`src/rtl/hpen_pkg.sv`:
```
// Shared types, constants and compare helpers for the half-precision norm block.
// Used by hpen_fpu and half_precision_euclidean_norm; no dependencies.
package hpen_pkg;

   typedef enum logic [1:0] {FOP_MUL, FOP_ADD, FOP_DIV, FOP_SQRT} fop_type;

   localparam logic [2:0] RM_RNE = 3'd0;
   localparam logic [2:0] RM_RTZ = 3'd1;
   localparam logic [2:0] RM_RDN = 3'd2;
   localparam logic [2:0] RM_RUP = 3'd3;
   localparam logic [2:0] RM_RNA = 3'd4;

   localparam logic [15:0] H_ZERO    = 16'h0000;
   localparam logic [15:0] H_ONE     = 16'h3C00;
   localparam logic [15:0] H_QNAN    = 16'h7E00;
   localparam logic [15:0] H_INF     = 16'h7C00;
   localparam logic [15:0] T_SMALL   = 16'h2000;
   localparam logic [15:0] T_BIG     = 16'h4800;
   localparam logic [15:0] S_SMALL   = 16'h6C00;
   localparam logic [15:0] S_BIG     = 16'h0800;
   localparam logic [15:0] SCL_BIG   = 16'h7000;
   localparam logic [15:0] SCL_SMALL = 16'h0C00;

   function automatic logic h_nan(input logic [15:0] x);
      return x[14:0] > H_INF[14:0];
   endfunction

   function automatic logic h_inf(input logic [15:0] x);
      return x[14:0] == H_INF[14:0];
   endfunction

   function automatic logic h_zero(input logic [15:0] x);
      return x[14:0] == 15'd0;
   endfunction

   function automatic logic h_gt(input logic [15:0] a, input logic [15:0] b);
      logic signed [15:0] ka;
      logic signed [15:0] kb;
      ka = a[15] ? -$signed({1'b0, a[14:0]}) : $signed({1'b0, a[14:0]});
      kb = b[15] ? -$signed({1'b0, b[14:0]}) : $signed({1'b0, b[14:0]});
      return !h_nan(a) && !h_nan(b) && (ka > kb);
   endfunction

endpackage

```
`src/rtl/half_precision_euclidean_norm.sv`:
```
// A medium element is squared and added to its sum; a big or small one is scaled
// first, and a small one is dropped once a big one is seen. The last element adds
// the combine sequence, longest when medium and small sums must be merged (three
// square roots and two divides on the shared unit). A new request is taken only
// once the prior one is done. Reset is synchronous: sums clear, mode is nearest-even.
module half_precision_euclidean_norm (
   input  logic        clock,
   input  logic        reset,
   input  logic        req_valid,
   output logic        req_stall,
   input  logic [15:0] req_element,
   input  logic        req_is_last,
   input  logic        req_empty_vector,
   output logic        rsp_valid,
   input  logic        rsp_stall,
   output logic [15:0] rsp_norm,
   input  logic        csr_wr_en,
   input  logic [2:0]  csr_wr_data
);
   import hpen_pkg::*;

   typedef enum logic [4:0] {
      S_IDLE, S_AMUL, S_ASQ, S_AADD, S_CBEGIN, S_BM1, S_BM2, S_BM3, S_AM, S_AS1,
      S_AS2, S_RAT, S_T1, S_T2, S_T3, S_T4, S_SQRT, S_FIN, S_OUT
   } state_type;

   typedef enum logic [1:0] {CLS_BIG, CLS_SMALL, CLS_MED} cls_type;

   state_type   state_ff;
   cls_type     cls_ff;
   logic        issued_ff;
   logic        last_ff;
   logic [2:0]  mode_ff;
   logic [15:0] small_ff, medium_ff, big_ff;
   logic        nbs_ff;
   logic [15:0] t_ff, r_ff, am_ff, as_ff, sumsq_ff, scl_ff, res_ff;
   logic        rsp_valid_ff;
   logic [15:0] rsp_norm_ff;

   logic        accept;
   logic [15:0] ax;
   logic        is_step;
   logic        fpu_start;
   fop_type     fpu_op;
   logic [15:0] fpu_a, fpu_b;
   logic        fpu_done;
   logic [15:0] fpu_res;
   logic        as_gt;
   logic [15:0] ymax, ymin;
   logic        med_live;

   assign accept    = req_valid && !req_stall;
   assign req_stall = state_ff != S_IDLE;
   assign ax        = {1'b0, req_element[14:0]};
   assign is_step   = !(state_ff == S_IDLE || state_ff == S_CBEGIN || state_ff == S_OUT);
   assign fpu_start = is_step && !issued_ff;
   assign as_gt     = h_gt(as_ff, am_ff);
   assign ymax      = as_gt ? as_ff : am_ff;
   assign ymin      = as_gt ? am_ff : as_ff;
   assign med_live  = h_gt(medium_ff, H_ZERO) || h_nan(medium_ff);

   always_comb begin
      fpu_op = FOP_MUL;
      fpu_a  = t_ff;
      fpu_b  = t_ff;
      case (state_ff)
         S_AMUL: fpu_b = (cls_ff == CLS_BIG) ? S_BIG : S_SMALL;
         S_AADD: begin
            fpu_op = FOP_ADD;
            fpu_a  = (cls_ff == CLS_BIG) ? big_ff :
                     (cls_ff == CLS_SMALL) ? small_ff : medium_ff;
         end
         S_BM1: begin
            fpu_a = medium_ff;
            fpu_b = S_BIG;
         end
         S_BM2: fpu_b = S_BIG;
         S_BM3: begin
            fpu_op = FOP_ADD;
            fpu_a  = big_ff;
         end
         S_AM: begin
            fpu_op = FOP_SQRT;
            fpu_a  = medium_ff;
         end
         S_AS1: begin
            fpu_op = FOP_SQRT;
            fpu_a  = small_ff;
         end
         S_AS2: begin
            fpu_op = FOP_DIV;
            fpu_b  = S_SMALL;
         end
         S_RAT: begin
            fpu_op = FOP_DIV;
            fpu_a  = ymin;
            fpu_b  = ymax;
         end
         S_T1: begin
            fpu_a = ymax;
            fpu_b = ymax;
         end
         S_T2: begin
            fpu_a = r_ff;
            fpu_b = r_ff;
         end
         S_T3: begin
            fpu_op = FOP_ADD;
            fpu_a  = H_ONE;
            fpu_b  = r_ff;
         end
         S_T4: fpu_b = r_ff;
         S_SQRT: begin
            fpu_op = FOP_SQRT;
            fpu_a  = sumsq_ff;
         end
         S_FIN: fpu_a = scl_ff;
         default: fpu_op = FOP_MUL;
      endcase
   end

   hpen_fpu u_fpu (
      .clock  (clock),
      .reset  (reset),
      .start  (fpu_start),
      .op     (fpu_op),
      .opa    (fpu_a),
      .opb    (fpu_b),
      .mode   (mode_ff),
      .done   (fpu_done),
      .result (fpu_res)
   );

   always_ff @(posedge clock) begin
      if (reset) begin
         state_ff     <= S_IDLE;
         issued_ff    <= 1'b0;
         mode_ff      <= RM_RNE;
         small_ff     <= H_ZERO;
         medium_ff    <= H_ZERO;
         big_ff       <= H_ZERO;
         nbs_ff       <= 1'b1;
         rsp_valid_ff <= 1'b0;
      end else begin
         if (csr_wr_en) mode_ff <= csr_wr_data;
         if (rsp_valid_ff && !rsp_stall && state_ff != S_OUT) rsp_valid_ff <= 1'b0;
         if (is_step) begin
            if (!issued_ff) issued_ff <= 1'b1;
            else if (fpu_done) begin
               issued_ff <= 1'b0;
               case (state_ff)
                  S_AMUL: begin
                     t_ff     <= fpu_res;
                     state_ff <= S_ASQ;
                  end
                  S_ASQ: begin
                     t_ff     <= fpu_res;
                     state_ff <= S_AADD;
                  end
                  S_AADD: begin
                     case (cls_ff)
                        CLS_BIG: begin
                           big_ff <= fpu_res;
                           nbs_ff <= 1'b0;
                        end
                        CLS_SMALL: small_ff <= fpu_res;
                        default: medium_ff <= fpu_res;
                     endcase
                     state_ff <= last_ff ? S_CBEGIN : S_IDLE;
                  end
                  S_BM1: begin
                     t_ff     <= fpu_res;
                     state_ff <= S_BM2;
                  end
                  S_BM2: begin
                     t_ff     <= fpu_res;
                     state_ff <= S_BM3;
                  end
                  S_BM3: begin
                     sumsq_ff <= fpu_res;
                     scl_ff   <= SCL_BIG;
                     state_ff <= S_SQRT;
                  end
                  S_AM: begin
                     am_ff    <= fpu_res;
                     state_ff <= S_AS1;
                  end
                  S_AS1: begin
                     t_ff     <= fpu_res;
                     state_ff <= S_AS2;
                  end
                  S_AS2: begin
                     as_ff    <= fpu_res;
                     state_ff <= S_RAT;
                  end
                  S_RAT: begin
                     r_ff     <= fpu_res;
                     state_ff <= S_T1;
                  end
                  S_T1: begin
                     t_ff     <= fpu_res;
                     state_ff <= S_T2;
                  end
                  S_T2: begin
                     r_ff     <= fpu_res;
                     state_ff <= S_T3;
                  end
                  S_T3: begin
                     r_ff     <= fpu_res;
                     state_ff <= S_T4;
                  end
                  S_T4: begin
                     sumsq_ff <= fpu_res;
                     scl_ff   <= H_ONE;
                     state_ff <= S_SQRT;
                  end
                  S_SQRT: begin
                     t_ff     <= fpu_res;
                     state_ff <= S_FIN;
                  end
                  default: begin
                     res_ff    <= h_nan(fpu_res) ? H_QNAN : fpu_res;
                     small_ff  <= H_ZERO;
                     medium_ff <= H_ZERO;
                     big_ff    <= H_ZERO;
                     nbs_ff    <= 1'b1;
                     state_ff  <= S_OUT;
                  end
               endcase
            end
         end else begin
            case (state_ff)
               S_IDLE: begin
                  if (accept) begin
                     last_ff <= req_is_last;
                     t_ff    <= ax;
                     if (req_empty_vector) begin
                        res_ff    <= H_ZERO;
                        small_ff  <= H_ZERO;
                        medium_ff <= H_ZERO;
                        big_ff    <= H_ZERO;
                        nbs_ff    <= 1'b1;
                        state_ff  <= S_OUT;
                     end else if (h_gt(ax, T_BIG)) begin
                        cls_ff   <= CLS_BIG;
                        state_ff <= S_AMUL;
                     end else if (h_gt(T_SMALL, ax)) begin
                        cls_ff <= CLS_SMALL;
                        if (nbs_ff) state_ff <= S_AMUL;
                        else state_ff <= req_is_last ? S_CBEGIN : S_IDLE;
                     end else begin
                        cls_ff   <= CLS_MED;
                        state_ff <= S_ASQ;
                     end
                  end
               end
               S_CBEGIN: begin
                  if (h_gt(big_ff, H_ZERO)) begin
                     if (med_live) state_ff <= S_BM1;
                     else begin
                        sumsq_ff <= big_ff;
                        scl_ff   <= SCL_BIG;
                        state_ff <= S_SQRT;
                     end
                  end else if (h_gt(small_ff, H_ZERO)) begin
                     if (med_live) state_ff <= S_AM;
                     else begin
                        sumsq_ff <= small_ff;
                        scl_ff   <= SCL_SMALL;
                        state_ff <= S_SQRT;
                     end
                  end else begin
                     sumsq_ff <= medium_ff;
                     scl_ff   <= H_ONE;
                     state_ff <= S_SQRT;
                  end
               end
               default: begin
                  if (!rsp_valid_ff || !rsp_stall) begin
                     rsp_valid_ff <= 1'b1;
                     rsp_norm_ff  <= res_ff;
                     state_ff     <= S_IDLE;
                  end
               end
            endcase
         end
      end
   end

   assign rsp_valid = rsp_valid_ff;
   assign rsp_norm  = rsp_norm_ff;

endmodule

```
`src/rtl/hpen_fpu.sv`:
```
// Shared binary16 arithmetic unit: multiply, add, divide and square root,
// one rounding stage. Divide and square root retire one bit per cycle.
// Depends on hpen_pkg.
module hpen_fpu (
   input  logic             clock,
   input  logic             reset,
   input  logic             start,
   input  hpen_pkg::fop_type op,
   input  logic [15:0]      opa,
   input  logic [15:0]      opb,
   input  logic [2:0]       mode,
   output logic             done,
   output logic [15:0]      result
);
   import hpen_pkg::*;

   typedef enum logic [1:0] {F_IDLE, F_ITER, F_ROUND} fstate_type;

   fstate_type        fst_ff;
   fop_type           op_ff;
   logic [4:0]        cnt_ff;
   logic [21:0]       rem_ff;
   logic [23:0]       q_ff;
   logic [37:0]       rad_ff;
   logic [10:0]       dv_ff;
   logic              raw_sign_ff;
   logic signed [8:0] raw_e_ff;
   logic [25:0]       raw_sig_ff;
   logic              raw_stk_ff;
   logic              spec_ff;
   logic [15:0]       spec_val_ff;
   logic              done_ff;
   logic [15:0]       result_ff;

   logic [2:0]        md;
   logic [4:0]        fa, fb;
   logic [10:0]       siga, sigb;
   logic signed [8:0] ea, eb;
   logic              sx;
   logic              spec;
   logic [15:0]       spec_val;
   logic [21:0]       mul_sig;
   logic              a_big;
   logic [10:0]       big_sig, sml_sig;
   logic signed [8:0] big_e, sml_e, dexp;
   logic [49:0]       sh_w;
   logic [24:0]       sj, bg;
   logic [25:0]       add_s;
   logic              add_sign, add_zero;
   logic [3:0]        sha, shb;
   logic [10:0]       na, nb;
   logic signed [8:0] ena, enb;
   logic [11:0]       sqm;
   logic signed [8:0] se2;
   logic [11:0]       rem12, diff12, rem_n12;
   logic              dge;
   logic [21:0]       cur, trial, rem_n;
   logic              sge;
   logic [23:0]       q_n;
   logic [4:0]        p;
   logic [25:0]       mnorm;
   logic signed [9:0] bexp;

   function automatic logic [3:0] norm11(input logic [10:0] x);
      logic [3:0] pos;
      pos = 4'd0;
      for (int i = 0; i < 11; i++) begin
         if (x[i]) pos = 4'(i);
      end
      return 4'd10 - pos;
   endfunction

   function automatic logic [15:0] fp_round(input logic sgn, input logic signed [9:0] be,
                                            input logic [25:0] m, input logic stk,
                                            input logic [2:0] rm);
      logic [15:0]       ovf;
      logic signed [9:0] diff;
      logic [4:0]        sh;
      logic [53:0]       w;
      logic              rb, rest, up;
      logic [11:0]       mv;
      logic [4:0]        ebits;
      logic [16:0]       bits;
      ovf = {sgn, ((rm == RM_RTZ) || (rm == RM_RDN && !sgn) || (rm == RM_RUP && sgn))
                  ? 15'h7BFF : 15'h7C00};
      diff = -10'sd14 - be;
      if (be >= -10'sd14) sh = 5'd15;
      else if (diff > 10'sd13) sh = 5'd28;
      else sh = 5'd15 + diff[4:0];
      w = {m, 28'd0} >> sh;
      rb = w[27];
      rest = (|w[26:0]) | stk;
      case (rm)
         RM_RTZ: up = 1'b0;
         RM_RDN: up = sgn && (rb || rest);
         RM_RUP: up = !sgn && (rb || rest);
         RM_RNA: up = rb;
         default: up = rb && (rest || w[28]);
      endcase
      mv = w[39:28] + {11'd0, up};
      ebits = (be >= -10'sd14) ? (be[4:0] + 5'd14) : 5'd0;
      bits = {2'b00, ebits, 10'd0} + {5'd0, mv};
      if (be > 10'sd15 || bits >= 17'h07C00) return ovf;
      return {sgn, bits[14:0]};
   endfunction

   assign md   = (mode <= RM_RNA) ? mode : RM_RNE;
   assign fa   = opa[14:10];
   assign fb   = opb[14:10];
   assign siga = {|fa, opa[9:0]};
   assign sigb = {|fb, opb[9:0]};
   assign ea   = $signed({4'd0, (fa == 5'd0) ? 5'd1 : fa}) - 9'sd25;
   assign eb   = $signed({4'd0, (fb == 5'd0) ? 5'd1 : fb}) - 9'sd25;
   assign sx   = opa[15] ^ opb[15];

   assign mul_sig = siga * sigb;

   always_comb begin
      a_big   = (ea >= eb);
      big_sig = a_big ? siga : sigb;
      sml_sig = a_big ? sigb : siga;
      big_e   = a_big ? ea : eb;
      sml_e   = a_big ? eb : ea;
      dexp    = big_e - sml_e;
      sh_w    = {sml_sig, 39'd0} >> dexp[4:0];
      sj      = sh_w[49:25] | {24'd0, |sh_w[24:0]};
      bg      = {big_sig, 14'd0};
      add_zero = 1'b0;
      if ((a_big ? opa[15] : opb[15]) == (a_big ? opb[15] : opa[15])) begin
         add_s    = {1'b0, bg} + {1'b0, sj};
         add_sign = opa[15];
      end else if (bg > sj) begin
         add_s    = {1'b0, bg - sj};
         add_sign = a_big ? opa[15] : opb[15];
      end else begin
         add_s    = {1'b0, sj - bg};
         add_sign = a_big ? opb[15] : opa[15];
         add_zero = (sj == bg);
      end
   end

   always_comb begin
      sha = norm11(siga);
      shb = norm11(sigb);
      na  = siga << sha;
      nb  = sigb << shb;
      ena = ea - $signed({5'd0, sha});
      enb = eb - $signed({5'd0, shb});
      sqm = ena[0] ? {na, 1'b0} : {1'b0, na};
      se2 = ena[0] ? ena - 9'sd1 : ena;
   end

   always_comb begin
      spec     = 1'b0;
      spec_val = H_QNAN;
      case (op)
         FOP_MUL: begin
            if (h_nan(opa) || h_nan(opb)) spec = 1'b1;
            else if (h_inf(opa) || h_inf(opb)) begin
               spec = 1'b1;
               if (!(h_zero(opa) || h_zero(opb))) spec_val = {sx, H_INF[14:0]};
            end else if (h_zero(opa) || h_zero(opb)) begin
               spec     = 1'b1;
               spec_val = {sx, 15'd0};
            end
         end
         FOP_ADD: begin
            if (h_nan(opa) || h_nan(opb)) spec = 1'b1;
            else if (h_inf(opa)) begin
               spec = 1'b1;
               if (!(h_inf(opb) && sx)) spec_val = opa;
            end else if (h_inf(opb)) begin
               spec     = 1'b1;
               spec_val = opb;
            end else if (h_zero(opa) && h_zero(opb)) begin
               spec     = 1'b1;
               spec_val = !sx ? opa : ((md == RM_RDN) ? 16'h8000 : H_ZERO);
            end else if (h_zero(opa)) begin
               spec     = 1'b1;
               spec_val = opb;
            end else if (h_zero(opb)) begin
               spec     = 1'b1;
               spec_val = opa;
            end else if (add_zero) begin
               spec     = 1'b1;
               spec_val = (md == RM_RDN) ? 16'h8000 : H_ZERO;
            end
         end
         FOP_DIV: begin
            if (h_nan(opa) || h_nan(opb)) spec = 1'b1;
            else if (h_inf(opa)) begin
               spec = 1'b1;
               if (!h_inf(opb)) spec_val = {sx, H_INF[14:0]};
            end else if (h_inf(opb)) begin
               spec     = 1'b1;
               spec_val = {sx, 15'd0};
            end else if (h_zero(opb)) begin
               spec = 1'b1;
               if (!h_zero(opa)) spec_val = {sx, H_INF[14:0]};
            end else if (h_zero(opa)) begin
               spec     = 1'b1;
               spec_val = {sx, 15'd0};
            end
         end
         default: begin
            if (h_nan(opa)) spec = 1'b1;
            else if (h_zero(opa)) begin
               spec     = 1'b1;
               spec_val = opa;
            end else if (opa[15]) spec = 1'b1;
            else if (h_inf(opa)) begin
               spec     = 1'b1;
               spec_val = opa;
            end
         end
      endcase
   end

   always_comb begin
      rem12   = rem_ff[11:0];
      dge     = rem12 >= {1'b0, dv_ff};
      diff12  = rem12 - {1'b0, dv_ff};
      rem_n12 = dge ? {diff12[10:0], 1'b0} : {rem12[10:0], 1'b0};
      cur     = {rem_ff[19:0], rad_ff[37:36]};
      trial   = {1'b0, q_ff[18:0], 2'b01};
      sge     = cur >= trial;
      rem_n   = sge ? cur - trial : cur;
      q_n     = {q_ff[22:0], (op_ff == FOP_DIV) ? dge : sge};
   end

   always_comb begin
      p = 5'd0;
      for (int i = 0; i < 26; i++) begin
         if (raw_sig_ff[i]) p = 5'(i);
      end
      mnorm = raw_sig_ff << (5'd25 - p);
      bexp  = 10'(raw_e_ff) + $signed({5'd0, p});
   end

   always_ff @(posedge clock) begin
      if (reset) begin
         fst_ff  <= F_IDLE;
         done_ff <= 1'b0;
      end else begin
         done_ff <= 1'b0;
         case (fst_ff)
            F_IDLE: begin
               if (start) begin
                  op_ff       <= op;
                  spec_ff     <= spec;
                  spec_val_ff <= spec_val;
                  raw_stk_ff  <= 1'b0;
                  q_ff        <= 24'd0;
                  case (op)
                     FOP_MUL: begin
                        raw_sign_ff <= sx;
                        raw_e_ff    <= ea + eb;
                        raw_sig_ff  <= {4'd0, mul_sig};
                        fst_ff      <= F_ROUND;
                     end
                     FOP_ADD: begin
                        raw_sign_ff <= add_sign;
                        raw_e_ff    <= big_e - 9'sd14;
                        raw_sig_ff  <= add_s;
                        fst_ff      <= F_ROUND;
                     end
                     FOP_DIV: begin
                        raw_sign_ff <= sx;
                        raw_e_ff    <= ena - enb - 9'sd23;
                        rem_ff      <= {11'd0, na};
                        dv_ff       <= nb;
                        cnt_ff      <= 5'd23;
                        fst_ff      <= spec ? F_ROUND : F_ITER;
                     end
                     default: begin
                        raw_sign_ff <= 1'b0;
                        raw_e_ff    <= (se2 - 9'sd26) >>> 1;
                        rem_ff      <= 22'd0;
                        rad_ff      <= {sqm, 26'd0};
                        cnt_ff      <= 5'd18;
                        fst_ff      <= spec ? F_ROUND : F_ITER;
                     end
                  endcase
               end
            end
            F_ITER: begin
               q_ff   <= q_n;
               rad_ff <= rad_ff << 2;
               rem_ff <= (op_ff == FOP_DIV) ? {10'd0, rem_n12} : rem_n;
               cnt_ff <= cnt_ff - 5'd1;
               if (cnt_ff == 5'd0) begin
                  fst_ff <= F_ROUND;
                  if (op_ff == FOP_DIV) begin
                     raw_sig_ff <= {2'b00, q_n};
                     raw_stk_ff <= rem_n12 != 12'd0;
                  end else begin
                     raw_sig_ff <= {7'd0, q_n[18:0]};
                     raw_stk_ff <= rem_n != 22'd0;
                  end
               end
            end
            F_ROUND: begin
               result_ff <= spec_ff ? spec_val_ff
                          : fp_round(raw_sign_ff, bexp, mnorm, raw_stk_ff, md);
               done_ff   <= 1'b1;
               fst_ff    <= F_IDLE;
            end
            default: fst_ff <= F_IDLE;
         endcase
      end
   end

   assign done   = done_ff;
   assign result = result_ff;

endmodule

```
`config.mk`:
```
export PLATFORM = sky130hd
export DESIGN_NAME = half_precision_euclidean_norm
export DESIGN_NICKNAME = d
export VERILOG_FILES = /design/src/rtl/hpen_pkg.sv /design/src/rtl/half_precision_euclidean_norm.sv /design/src/rtl/hpen_fpu.sv
export SDC_FILE = /design/constraint.sdc
export NUM_CORES = 2
export LEC_CHECK = 0
export ABC_AREA = 1
export BUFFER_PORTS_ARGS = -buffer_cell sky130_fd_sc_hd__buf_2
export CAP_MARGIN = 30
export CORE_AREA = 5 5 240 242
export DETAILED_ROUTE_END_ITERATION = 16
export DIE_AREA = 0 0 245 247
export PLACE_DENSITY = 0.77
export SYNTH_ARGS = -nofsm -noshare
export SYNTH_HDL_FRONTEND = slang
export SYNTH_SLANG_ARGS = --single-unit
```
`constraint.sdc`:
```
create_clock -name clock -period 12.76 [get_ports clock]
set_input_delay 1.276 -clock clock [delete_from_list [all_inputs] [get_ports clock]]
set_output_delay 1.276 -clock clock [all_outputs]
set_load 0.03 [all_outputs]
```
==> qor.yml <==
ys_top_cells_by_area: "edfxtp_1 (24%), nand2_1 (13%), ha_1 (8.0%)"
ys_seq_area_share_pct: 27.8
syn-cell-area_um2: 32700
globalplace.congestion: 1.02
synthesis.nets: 5042
hold_viol: 0
fin_crit_sh_pct: 91.9
dr.pass1.iters: 8
status: "completed"
layout.nets: 5005
vias: 33300
dpl.hpwl_mm: 87.5
slew_viol_final: 0
finalInstanceArea_um2: 34800
syn_to_final_growth_pct: 6.38
yosysWarnings: 0
die_h_um: 247
worst-path-max-fanout: 19
seq_area_um2: 9080
rsz0062_at_grt: "false"
cap_violations: 0
htree_levels: 2
worstReg2RegEnd: "u_fpu.raw_sig_ff[9]$_DFFE_PP_"
min_to: "rsp_norm[11]$_DFFE_PP_"
arrival_ps: 12140
grt_pass1_wl_mm: 175
cp-start-kind: "register"
hold_start: "res_ff[11]$_SDFFCE_PN0P_"
routedWlPerCell_um: 20.8
synth_top_flop_cell: "edfxtp_1"
grt_pass1_vias: 31000
cpPeakStageDelay_ps: 520
coreArea_um2: 54900
clock_sinks: 323
worstHoldPathCells: 0
row_count: 86
mostFrequentLayoutCell: "nand2_1"
synth-seq-cells: 323
crit_start: "as_ff[2]$_DFFE_PP_"
grt_overflow: 0
grt_start_max_net_pins: 55
r2r-start: "as_ff[2]$_DFFE_PP_"
mostFrequentLayoutCells: "nand2_1 (1129), inv_1 (625), nand3_1 (491), nor2_1 (423), o21ai_0 (307)"
worstSkewPairLatency_ps: 610
clockBufferDepth: 3
drtIter0Drc: 3961
cts_inserted_buffers: 37
worstPathRequired_ps: 13180
tightest_slew_ps: 1050
rr_worst_depth: 55
syn_avg_cell_area_um2: 6.93
synth_top_area_share_pct: 24.0
slew_headroom_pct: 29.5
critPathTopFamily: "simple AND/OR/NAND/NOR gates"
multi_input_area_um2: 20400
tns_ps: 0
netlist_instances: 4717
slowest_stage: "ha_1"
yosysUniqueCellTypes: 78
die_area_um2: 60500
drive_gt1_share_pct: 5.93
crit_path_end_kind: "register"
drt-total-wl_mm: 113
finalSetupViolations: 0
nFillCells: 5077
remaining_drc_errors: 0
start_util_pct: 59.5
clock-skew-final_ps: 64.6
portBuffers: 42
critPathKind: "reg2reg"
antenna_cells: 0
timing.fmax_ghz: 0.0853
cts.clk_slew.worst_paths_ps: 60
dpl_cell_area_um2: 33500
cp_num_buf_inv: 7
min_period_ps: 11730
grt_usage_pct: 36.8
r2r_setup_slack_ps: 1030
clockRootBuffer: "clkbuf_16"
synthArstFlopShare_pct: 0
synth_top_area_cell: "edfxtp_1"
ant_nets: 0
crit_path_frequent_cell: "nand2_1"
synth_edf_count: 261
antenna_found_initial: 1
via_per_inst: 6.15
die_w_um: 245
ios: 44
min_path_type: "reg2reg"
cts_tree: "yes"
cts_setup_buffers: 0
-- logic make-up after synthesis --
| family | count (synthesis) | share of synthesized area (%) |
|---|---|---|
| AND/OR/NAND/NOR | 2309 | 30.7 |
| adder cells (fa/ha/maj) | 299 | 13.5 |
| buffers and inverters | 841 | 9.94 |
| flip-flops | 323 | 27.8 |
| multiplexers | 3 | 0.0919 |
| XOR/XNOR | 101 | 2.73 |
| AO/OA/AOI/OAI | 841 | 15.2 |
-- stage by stage --
step	setup WS (ps)	util (%)	hold slack, ps	cells
finish	1030	63.3	419	5412
global route	106	63.3	426	5412
CTS	1230	63.3	420	5412
detailed placement	1330	61.1	405	5345
global placement	1360	61.0	400	5343
floorplan	3720	-	400	4717
-- layout make-up --
type                    instances  share of cell area [%]
clock buffers                  51                    2.93
clock inverters                16                   0.623
flip-flops and latches        323                    26.1
repair buffers                 97                    1.84
multi-input cells            3553                    58.7
well taps                     704                    2.53
inverters                     668                    7.22
-- per-layer routing --
metal  global-route usage [%]  up-vias  part of all wire [%]
li1                         -    15800                     -
met1                     49.1    15300                    40
met2                     55.9     1829                    42
met3                     7.84      438                    11
met4                     20.6        2                   7.2
met5                        0        -                0.0071
-- cell usage after synthesis (7+ instances only) --
library cell,number
a221oi_1,9
nand4_1,65
nand2_2,21
buf_2,16
xor2_1,75
buf_6,8
o211ai_1,42
clkinv_1,20
o21bai_1,7
nor3_1,71
nand2_1,1129
and2_1,9
o21ai_2,8
o31ai_1,14
a31oi_1,16
nor2_1,427
or2_2,13
inv_2,21
nor2_2,9
xnor2_1,25
dfxtp_1,62
o22ai_1,9
nand3_1,491
buf_1,12
a211oi_1,15
o2111ai_1,15
a22oi_1,21
o21ai_0,309
nor4_1,31
ha_1,210
o21a_1,8
nand3b_1,10
clkbuf_1,135
o21ai_1,18
inv_1,625
edfxtp_1,261
fa_1,89
o221ai_1,36
nand3_2,8
a21oi_1,263
-- timing repair --
item / 4_1_cts / 5_1_grt
hold buffers: 0 / 0
gates resized for setup: 0 / 1
hold endpoints to repair: 0 / 0
endpoints found under the setup margin: 0 / 1
-- sequential cells by signal, indices dropped and copies added, names as in the netlist, 11 cells and up --
register           count
u_fpu.raw_sig_ff      26
u_fpu.q_ff            23
u_fpu.rem_ff          20
am_ff                 16
as_ff                 16
big_ff                16
medium_ff             16
r_ff                  16
res_ff                16
rsp_norm              16
small_ff              16
sumsq_ff              16
t_ff                  16
u_fpu.result          16
u_fpu.spec_val_ff     16
u_fpu.rad_ff          12
u_fpu.dv_ff           11
-- how the worst max path moves through the flow --
stage / end / depth (start not counted)
global route: u_fpu.raw_sig_ff[9]$_DFFE_PP_ / 56
CTS: u_fpu.raw_sig_ff[9]$_DFFE_PP_ / 54
floorplan: u_fpu.result[2]$_DFFE_PP_ / 70
detailed placement: u_fpu.raw_sig_ff[9]$_DFFE_PP_ / 54
finish: u_fpu.raw_sig_ff[9]$_DFFE_PP_ / 55
global placement: u_fpu.raw_sig_ff[9]$_DFFE_PP_ / 56
Power is not shown: default switching activity piles up to over one toggle a cycle in this logic, so the estimate is an artifact.
